--- src/hw/rtl/multi_context_request_queue_defines.svh ---
// Assertion macros shared by the request queue RTL.
`ifndef MULTI_CONTEXT_REQUEST_QUEUE_DEFINES_SVH
`define MULTI_CONTEXT_REQUEST_QUEUE_DEFINES_SVH

// Same-cycle implication, clocked on i_clk, off during reset.
`define MCRQ_ASSERT_IMPL(label, ante, cons, msg) \
    label: assert property (@(posedge i_clk) disable iff (!i_rst_n) (ante) |-> (cons)) \
        else $error(msg);

// Next-cycle implication, clocked on i_clk, off during reset.
`define MCRQ_ASSERT_NEXT(label, ante, cons, msg) \
    label: assert property (@(posedge i_clk) disable iff (!i_rst_n) (ante) |=> (cons)) \
        else $error(msg);

`endif

--- src/hw/rtl/mcrq_pkg.sv ---
// Types and constants for the multi-context request queue.
`default_nettype none

package mcrq_pkg;

    localparam int CTX_W        = 3;
    localparam int TAG_W        = 6;
    localparam int NUM_CONTEXTS = 1 << CTX_W;
    localparam int NUM_TAGS     = 1 << TAG_W;

    localparam logic [1:0] MODE_TAIL     = 2'd0;
    localparam logic [1:0] MODE_HEAD     = 2'd1;
    localparam logic [1:0] MODE_DISPATCH = 2'd2;

    typedef struct packed {
        logic [1:0]       mode;
        logic [CTX_W-1:0] context_index;
        logic [TAG_W-1:0] request_tag;
    } t_item;

    typedef struct packed {
        logic             dispatched_valid;
        logic [TAG_W-1:0] dispatched_tag;
        logic             work_pending;
    } t_result;

    typedef struct packed {
        logic capture;
        logic insert;
        logic pop;
        logic load_head;
        logic splice_step;
        logic emit_idle;
    } t_cmd;

    typedef struct packed {
        logic [1:0] mode;
        logic       nonempty;
        logic       ready_any;
        logic       pop_more;
        logic       scan_last;
    } t_sts;

endpackage

`default_nettype wire

--- src/hw/rtl/mcrq_ctrl.sv ---
// Sequencer for the request queue: decode, splice scan, pop and head reload.
`default_nettype none

`include "multi_context_request_queue_defines.svh"

module mcrq_ctrl
    import mcrq_pkg::*;
(
    input  wire logic i_clk,
    input  wire logic i_rst_n,
    input  wire logic start,
    output logic      busy,
    input  wire t_sts i_sts,
    output t_cmd      o_cmd
);

    localparam logic [1:0] S_IDLE   = 2'd0;
    localparam logic [1:0] S_DECODE = 2'd1;
    localparam logic [1:0] S_SPLICE = 2'd2;
    localparam logic [1:0] S_LOAD   = 2'd3;

    logic [1:0] r_state;
    logic [1:0] n_state;

    assign busy = (r_state != S_IDLE);

    always_comb begin
        n_state = r_state;
        o_cmd   = '0;
        unique case (r_state)
            S_IDLE: begin
                if (start) begin
                    o_cmd.capture = 1'b1;
                    n_state       = S_DECODE;
                end
            end
            S_DECODE: begin
                if (i_sts.mode == MODE_TAIL || i_sts.mode == MODE_HEAD) begin
                    o_cmd.insert = 1'b1;
                    n_state      = S_IDLE;
                end else if (i_sts.mode == MODE_DISPATCH) begin
                    if (i_sts.nonempty) begin
                        o_cmd.pop = 1'b1;
                        n_state   = i_sts.pop_more ? S_LOAD : S_IDLE;
                    end else if (i_sts.ready_any) begin
                        n_state = S_SPLICE;
                    end else begin
                        o_cmd.emit_idle = 1'b1;
                        n_state         = S_IDLE;
                    end
                end else begin
                    o_cmd.emit_idle = 1'b1;
                    n_state         = S_IDLE;
                end
            end
            S_SPLICE: begin
                o_cmd.splice_step = 1'b1;
                if (i_sts.scan_last) begin
                    n_state = S_DECODE;
                end
            end
            S_LOAD: begin
                o_cmd.load_head = 1'b1;
                n_state         = S_IDLE;
            end
            default: begin
                n_state = S_IDLE;
            end
        endcase
    end

    always_ff @(posedge i_clk) begin
        if (!i_rst_n) begin
            r_state <= S_IDLE;
        end else begin
            r_state <= n_state;
        end
    end

    `MCRQ_ASSERT_IMPL(a_load_follows_pop, r_state == S_LOAD, $past(o_cmd.pop), "head reload without pop")
    `MCRQ_ASSERT_IMPL(a_splice_on_dispatch, r_state == S_SPLICE, i_sts.mode == MODE_DISPATCH, "splice outside dispatch")

endmodule

`default_nettype wire

--- src/hw/rtl/mcrq_dp.sv ---
// Datapath: context lists, link memory, ready map, dispatch queue, result register.
`default_nettype none

`include "multi_context_request_queue_defines.svh"

module mcrq_dp
    import mcrq_pkg::*;
(
    input  wire logic  i_clk,
    input  wire logic  i_rst_n,
    input  wire t_item i_item,
    input  wire t_cmd  i_cmd,
    output t_sts       o_sts,
    output logic       o_strobe,
    output t_result    o_result
);

    t_item                    r_item;
    logic [TAG_W-1:0]         r_link [NUM_TAGS];
    logic [TAG_W-1:0]         r_rdata;
    logic [TAG_W-1:0]         r_ctx_head [NUM_CONTEXTS];
    logic [TAG_W-1:0]         r_ctx_tail [NUM_CONTEXTS];
    logic [NUM_CONTEXTS-1:0]  r_ready;
    logic [TAG_W-1:0]         r_dhead;
    logic [TAG_W-1:0]         r_dtail;
    logic                     r_dnonempty;
    logic [CTX_W-1:0]         r_scan;
    logic                     r_strobe;
    t_result                  r_res;

    logic [CTX_W-1:0] w_ctx;
    logic [TAG_W-1:0] w_tag;
    logic             w_at_head;
    logic             w_ctx_ready;
    logic             w_scan_ready;
    logic             w_we;
    logic [TAG_W-1:0] w_wa;
    logic [TAG_W-1:0] w_wd;

    assign w_ctx        = r_item.context_index;
    assign w_tag        = r_item.request_tag;
    assign w_at_head    = (r_item.mode == MODE_HEAD);
    assign w_ctx_ready  = r_ready[w_ctx];
    assign w_scan_ready = r_ready[r_scan];

    assign o_sts.mode      = r_item.mode;
    assign o_sts.nonempty  = r_dnonempty;
    assign o_sts.ready_any = (r_ready != '0);
    assign o_sts.pop_more  = (r_dhead != r_dtail);
    assign o_sts.scan_last = (r_scan == CTX_W'(NUM_CONTEXTS - 1));

    assign o_strobe = r_strobe;
    assign o_result = r_res;

    // link memory write port
    always_comb begin
        w_we = 1'b0;
        w_wa = '0;
        w_wd = '0;
        if (i_cmd.insert && w_ctx_ready) begin
            w_we = 1'b1;
            if (w_at_head) begin
                w_wa = w_tag;
                w_wd = r_ctx_head[w_ctx];
            end else begin
                w_wa = r_ctx_tail[w_ctx];
                w_wd = w_tag;
            end
        end else if (i_cmd.splice_step && w_scan_ready && r_dnonempty) begin
            w_we = 1'b1;
            w_wa = r_dtail;
            w_wd = r_ctx_head[r_scan];
        end
    end

    always_ff @(posedge i_clk) begin
        if (w_we) begin
            r_link[w_wa] <= w_wd;
        end
        r_rdata <= r_link[r_dhead];
    end

    always_ff @(posedge i_clk) begin
        if (i_cmd.capture) begin
            r_item <= i_item;
        end
        if (i_cmd.insert) begin
            if (!w_ctx_ready) begin
                r_ctx_head[w_ctx] <= w_tag;
                r_ctx_tail[w_ctx] <= w_tag;
            end else if (w_at_head) begin
                r_ctx_head[w_ctx] <= w_tag;
            end else begin
                r_ctx_tail[w_ctx] <= w_tag;
            end
        end
        if (i_cmd.insert) begin
            r_res.dispatched_valid <= 1'b0;
            r_res.dispatched_tag   <= '0;
            r_res.work_pending     <= 1'b1;
        end else if (i_cmd.pop) begin
            r_res.dispatched_valid <= 1'b1;
            r_res.dispatched_tag   <= r_dhead;
            r_res.work_pending     <= (r_dhead != r_dtail) || (r_ready != '0);
        end else if (i_cmd.emit_idle) begin
            r_res.dispatched_valid <= 1'b0;
            r_res.dispatched_tag   <= '0;
            r_res.work_pending     <= r_dnonempty || (r_ready != '0);
        end
    end

    always_ff @(posedge i_clk) begin
        if (!i_rst_n) begin
            r_ready     <= '0;
            r_dhead     <= '0;
            r_dtail     <= '0;
            r_dnonempty <= 1'b0;
            r_scan      <= '0;
            r_strobe    <= 1'b0;
        end else begin
            r_strobe <= i_cmd.insert || i_cmd.pop || i_cmd.emit_idle;
            if (i_cmd.capture) begin
                r_scan <= '0;
            end else if (i_cmd.splice_step) begin
                r_scan <= r_scan + 1'b1;
            end
            if (i_cmd.insert) begin
                r_ready[w_ctx] <= 1'b1;
            end
            if (i_cmd.splice_step) begin
                if (w_scan_ready) begin
                    if (!r_dnonempty) begin
                        r_dhead     <= r_ctx_head[r_scan];
                        r_dnonempty <= 1'b1;
                    end
                    r_dtail <= r_ctx_tail[r_scan];
                end
                if (o_sts.scan_last) begin
                    r_ready <= '0;
                end
            end
            if (i_cmd.pop && (r_dhead == r_dtail)) begin
                r_dnonempty <= 1'b0;
            end
            if (i_cmd.load_head) begin
                r_dhead <= r_rdata;
            end
        end
    end

    `MCRQ_ASSERT_NEXT(a_pop_result, i_cmd.pop, r_strobe && r_res.dispatched_valid, "pop gave no tag")
    `MCRQ_ASSERT_NEXT(a_splice_done, i_cmd.splice_step && o_sts.scan_last && (r_ready != '0), (r_ready == '0) && r_dnonempty, "flush left queue empty")

endmodule

`default_nettype wire

--- src/hw/rtl/multi_context_request_queue.sv ---
// A result strobes in the cycle after decode; the path from a transfer runs through the capture
// register, decode and the result register, and a flush adds a scan of every context and a second
// decode before the pop. A pop whose queue holds more tags goes on to reload the head link from the
// link memory. A new request is taken only once the block is idle again (busy low).
// Results cannot be stalled; each strobes for exactly one cycle.
// Reset (synchronous, active low) clears the ready map and dispatch queue; no clearing pass.
`default_nettype none

module multi_context_request_queue
    import mcrq_pkg::*;
(
    input  wire logic  i_clk,
    input  wire logic  i_rst_n,
    input  wire logic  start,
    output logic       busy,
    input  wire t_item i_item,
    output logic       o_strobe,
    output t_result    o_result
);

    t_cmd w_cmd;
    t_sts w_sts;

    mcrq_ctrl u_ctrl (
        .i_clk   (i_clk),
        .i_rst_n (i_rst_n),
        .start   (start),
        .busy    (busy),
        .i_sts   (w_sts),
        .o_cmd   (w_cmd)
    );

    mcrq_dp u_dp (
        .i_clk    (i_clk),
        .i_rst_n  (i_rst_n),
        .i_item   (i_item),
        .i_cmd    (w_cmd),
        .o_sts    (w_sts),
        .o_strobe (o_strobe),
        .o_result (o_result)
    );

endmodule

`default_nettype wire
--- config.mk ---
export PLATFORM = sky130hd
export DESIGN_NAME = multi_context_request_queue
export DESIGN_NICKNAME = d
export VERILOG_FILES = /design/src/hw/rtl/mcrq_pkg.sv /design/src/hw/rtl/mcrq_ctrl.sv /design/src/hw/rtl/mcrq_dp.sv /design/src/hw/rtl/multi_context_request_queue.sv
export VERILOG_INCLUDE_DIRS = /design/src /design/src/hw/rtl
export SDC_FILE = /design/constraint.sdc
export NUM_CORES = 1
export LEC_CHECK = 0
export BUFFER_PORTS_ARGS = -buffer_cell sky130_fd_sc_hd__buf_2
export CELL_PAD_IN_SITES_DETAIL_PLACEMENT = 1
export CELL_PAD_IN_SITES_GLOBAL_PLACEMENT = 1
export CORE_MARGIN = 8
export CORE_UTILIZATION = 52
export DETAILED_ROUTE_END_ITERATION = 6
export PLACE_DENSITY = 0.72
export SLEW_MARGIN = 20
export SYNTH_ARGS = -nofsm -noshare
export SYNTH_HDL_FRONTEND = slang
export SYNTH_SLANG_ARGS = --single-unit
--- constraint.sdc ---
create_clock -name i_clk -period 6.7 [get_ports i_clk]
set_input_delay 1.005 -clock i_clk [delete_from_list [all_inputs] [get_ports i_clk]]
set_output_delay 1.005 -clock i_clk [all_outputs]
set_load 0.02 [all_outputs]
* Word level (Yosys, flattened, before mapping) *
Memory sizes are Yosys's and may differ from the RTL's. A register that Yosys moved wholly into a read port is not among the register bits.
Index checks and enable logic that the tools add are counted.

word-level totals
  logic and storage cells = 121
  input port bits = 14
  output and inout bits = 10
  bits in writable memories = 480
  flip-flop bits (word level) = 40
  memories = 3

operators by class
  muxes and demuxes = 64
  equality and inequality tests = 11
  magnitude comparators = 3
  bitwise logic cells = 4
  reductions and logical operators = 23
  add/subtract/negate cells = 1

memories
  name             words  bits a word  read ports  clocked after Yosys merged registers in  wr ports  RTL line       text
  u_dp.r_link      64     6            1           1                                        1         mcrq_dp.sv:19  logic [TAG_W-1:0] r_link [NUM_TAGS];
  u_dp.r_ctx_head  8      6            2           2                                        1         mcrq_dp.sv:21  logic [TAG_W-1:0] r_ctx_head [NUM_CONTEXTS];
  u_dp.r_ctx_tail  8      6            2           2                                        1         mcrq_dp.sv:22  logic [TAG_W-1:0] r_ctx_tail [NUM_CONTEXTS];

operator list
  cell                                                  count
  two-way mux 6 bit                                     12
  two-way mux 8 bit                                     5
  two-way mux 1 bit                                     31
  two-way mux 2 bit                                     8
  two-way mux 3 bit                                     4
  < comparator 3 x 4 -> 1 bit (second input constant)   2
  OR 8 bit                                              1
  case mux 2 bit (4 select lines)                       1
  nonzero test 2 bit                                    4
  nonzero test 8 bit                                    1
  binary-select mux 1 bit (select 3 bit)                2
  equality test 2 bit (second input constant)           3
  equality test 6 bit                                   1
  != test 6 bit                                         1
  logical AND 1 bit                                     5
  logical OR 1 bit                                      5
  equality test 2 x 1 -> 1 bit (second input constant)  2
  logical NOT 2 bit                                     2
  != test 2 bit (second input constant)                 2
  AND reduction 2 bit                                   2
  OR reduction 2 bit                                    2
  adder 3 x 1 -> 3 bit (second input constant)          1
  demux 1 bit (select 3 bit)                            1
  equality test 3 bit (second input constant)           1
  other kinds (6)                                       7

* Depth between registers and ports, before layout *
  depth after elaboration = 8
  depth in mapped cells = 10
  gate-level depth less buffers = 6

* By module *
From an unflattened synthesis, not the netlist that was laid out.

second synthesis, totals
  cell total of the unflattened synthesis = 1156
  area, all modules = 22629.2 um2

modules (own cells, without submodules)
  module     cells each  instances  seq. area each (um2)  area an instance (um2)
  mcrq_dp    1136        1          15645.0               22462.8
  mcrq_ctrl  20          1          40.0                  166.4

* Worst setup path after synthesis *
No wires, ideal clock.

  path kind = flip-flop to flip-flop
  start = register u_dp.r_scan[0]
  end = memory u_dp.r_link[0][4], data pin
  clock period less this slack = 3.874 ns
  stages on the path, launching flop included = 7
  path buffers = 2
  required time = 6.148 ns
  setup time = 0.552 ns
  path slack = 2.826 ns
  data arrival time = 3.321 ns
  path through = dfxtp_1 > buf_4 > mux2_2 > a2bb2oi_1 > nand3_1 > clkbuf_1 > o22ai_1

between the ends
  cells in the longest elaborated chain, start to end = 6

RTL lines
  what                                     RTL line        text
  from (decl)                              mcrq_dp.sv:27   logic [CTX_W-1:0] r_scan;
  from (signal assigned)                   mcrq_dp.sv:125  r_scan <= r_scan + 1'b1;
  binary-select mux 1 bit (select 3 bit)   mcrq_dp.sv:44   assign w_scan_ready = r_ready[r_scan];
  two-way mux 1 bit (implied by the code)  mcrq_dp.sv:44
  logical AND 1 bit (2 in a row)           mcrq_dp.sv:69   end else if (i_cmd.splice_step && w_scan_ready && r_dnonempty) begin
  two-way mux 6 bit                        mcrq_dp.sv:69
  two-way mux 6 bit                        mcrq_dp.sv:60   if (i_cmd.insert && w_ctx_ready) begin
  via u_dp.w_wd[4]                         mcrq_dp.sv:38   logic [TAG_W-1:0] w_wd;
  to (decl)                                mcrq_dp.sv:19

The timed path passes the listed nets, and every way through them passes these cells. The select of a mux whose other input is x is not followed.

==> qor.yml <==
placement:
  dp_slack_ps: 2608
  gp_congestion: 0.8229
  port_buffers: 23
  place_hpwl_um: 35000
  place_area_mm2: 0.02290
  placed_cells: 1698
route:
  drt-total-wl_um: 53240
  first_pass_iters: 5
  drtIter0Drc: 977
  wl_per_cell_um: 29.60
  drc: 0
  avgViaCountPerCell: 6.352
  antenna_left: 0
  num_vias: 11430
yosys:
  synth_flop_cell: "edfxtp_1"
  syn_area_mm2: 0.02212
  synth_area_leaders: "edfxtp_1 (67%), mux4_2 (16%), dfxtp_1 (4.3%)"
  avgSynthCellArea_um2: 18.84
  ys_seq_elements: 538
  synth_top_cell_area_share: 0.6666
  yosys.cell_types.count: 57
  synth_edf_count: 491
  yosys_warnings: 0
  async_flop_share: 0
  syn-instance-count: 1174
  synth_nets: 1190
  ys_seq_area_frac: 0.7091
  synth_area_leader_cell: "edfxtp_1"
timing:
  setup_viol: 0
  slew_headroom: 0.2147
  hold_viol: 0
  tightest_slew_ps: 1167
  min_period_over_period: 0.5967
  final.setup_skew_ps: 18.49
  tns_ps: 0
  fin_ws_ps: 2702
  rsz0062_at_grt: "no"
  slew_violations: 0
  fmax_ghz: 0.2501
  period_needed_ps: 3998
setup_path:
  startpoint_type: "flop"
  required_ps: 6940
  cp_slowest_cell: "nor4_1"
  critPathKind: "reg2reg"
  path_cells: "buf_4 > mux2i_1 > a22oi_1 > a31oi_2 > a21o_1 > o21ai_1 > nor4_1"
  end_kind: "flop"
  crit_family: "compound AO/OA/AOI/OAI gates"
  worstPathArrival_ps: 4240
  critPathBufInv: 1
  slowest_delay_ps: 1080
  crit_fanout: 19
clock_network:
  cts_buffer_depth: 3
  clkTransAtPathRegs_ps: 60
  cts_tree: "built"
  cts_setup_buffers: 0
  clock-sinks: 538
  clkLatencyLatePin_ps: 620
  cts.htree.levels: 2
  postCtsHoldBufs: 0
  cts_resized: 0
  cts_root_buf: "clkbuf_16"
  cts_buffers: 54
power_and_ir_drop:
  p_clk_frac: 0.433
  switchingPower_w: 0.001386
  power_frac_seq: 0.542
  fin_total_pwr_w: 0.006758
  peakVddDrop_mv: 0.2296
  p_int_w: 0.005372
  p_per_area_mw_per_mm2: 273.9
  p_sw_frac: 0.2051
  power_leakage_nw: 8.409
  comb_power_share: 0.024
grt:
  grt_pass1_vias: 11880
  grtUsageTotal: 0.2154
  grt_pass1_wl_um: 79070
  overflow: 0
  grt_max_degree: 57
  antenna_found_initial: 0
layout:
  multiInputGateArea_mm2: 0.006146
  nets: 1233
  drive_gt1_frac: 0.2532
  fin_area_mm2: 0.02468
  finalNonFillerCells: 1799
  diodes: 0
  layout_commonest_cell: "edfxtp_1"
  final_cell_mix: "edfxtp_1 (491), mux4_2 (161), nor2_1 (89), clkbuf_16 (54), mux2i_1 (51)"
  area_growth_pct: 11.56
  regArea_mm2: 0.01569
  nFillCells: 3565
run:
  cap_viol_max_count: 0
hold_path:
  hold_path_class: "reg2reg"
floorplanning:
  row_count: 75
  die_area_mm2: 0.04939
  pin_count: 24
  die_w_um: 222.2
  core_mm2: 0.04195
  start_util: 0.5273
  die_h_um: 222.2
outcome:
  status: "finished, final reports clean"
[cell type report]
| class | count | share of cell area |
|---|---|---|
| Clock buffer | 76 | 0.06014 |
| Tap cell | 539 | 0.02733 |
| Clock inverter | 23 | 0.009533 |
| Timing Repair Buffer | 50 | 0.01521 |
| Multi-Input combinational cell | 555 | 0.2491 |
| Inverter | 18 | 0.002738 |
| Sequential cell | 538 | 0.6360 |
[synthesized netlist by cell type, types with 5 or more instances]
cell      number
edfxtp_1     491
mux4_2       161
nor2_1        92
mux2i_1       51
dfxtp_1       47
nor3_1        35
nand2_1       33
clkbuf_1      27
o21ai_0       23
buf_2         21
a21oi_1       19
nor2b_1       19
inv_1         15
and2_1        14
a22oi_1       11
mux2_2        10
nand3_1        8
o22ai_1        7
a211oi_1       6
nand2b_1       6
buf_1          5
buf_6          5
[sequential cells by signal, indices dropped and copies added (netlist names), named ones only]
register          cells
u_dp.r_link         384
u_dp.o_strobe         1
u_dp.r_ctx_head      48
u_dp.r_dtail          6
u_dp.o_result         8
u_dp.r_dhead          6
u_dp.w_tag            6
u_dp.r_scan           3
u_dp.r_ready          8
u_ctrl.r_state        2
u_dp.r_dnonempty      1
u_dp.w_ctx            3
u_dp.r_ctx_tail      48
u_dp.r_rdata          6
u_dp.o_sts            2
[worst reg2reg max path, cell delays in order, from the launching register on]
cell and delay (ps):
dfxtp_2 690, buf_4 460, mux2i_1 290, a22oi_1 100
a31oi_2 480, a21o_1 170, o21ai_1 350, nor4_1 1080
[power by group through the flow]
stage / Sequential [W] / Clock, W / Combinational [W]
floorplan: 0.00373 / 0 / 0.000109
global placement: 0.00374 / 0 / 0.000159
detailed placement: 0.00374 / 0 / 0.000163
CTS: 0.00367 / 0.00298 / 0.000164
global route: 0.00367 / 0.00308 / 0.000176
finish: 0.00367 / 0.00293 / 0.000164
[final timing paths]
check | start | slack, ps | end | depth (start not counted)
max | flop | 2700 | u_dp.r_link[48][3]$_DFFE_PP_ | 7
min | u_dp.o_result[7]$_SDFFE_PN0P_ | 450 | u_dp.o_result[7]$_SDFFE_PN0P_ | 2
max reg2reg | flop | 2700 | u_dp.r_link[48][3]$_DFFE_PP_ | 7
min reg2reg | u_dp.o_result[7]$_SDFFE_PN0P_ | 450 | u_dp.o_result[7]$_SDFFE_PN0P_ | 2
[per-stage QoR]
step | util | hold WS (ps)
finish | 0.5883 | 451.8
global placement | 0.5460 | 440.8
global route | 0.5883 | 466.2
CTS | 0.5869 | 461.0
floorplan | - | 449.9
detailed placement | 0.5460 | 445.6
[routing by layer]
layer / global-route usage / wire (um)
met5: 0 / 0
met4: 0.06500 / 1277
met3: 0.03859 / 3129
met2: 0.3370 / 24970
met1: 0.3089 / 23870
[kinds of logic after synthesis]
group / Yosys count / share of synthesized area
compound gates: 99 / 0.02987
xor+xnor: 7 / 0.002772
fa+ha+maj: 2 / 0.001131
buf+inv: 81 / 0.01737
flops: 538 / 0.7091
mux: 223 / 0.1926
simple gates: 224 / 0.04712
Note: power is estimated with default switching activity, not from simulation.
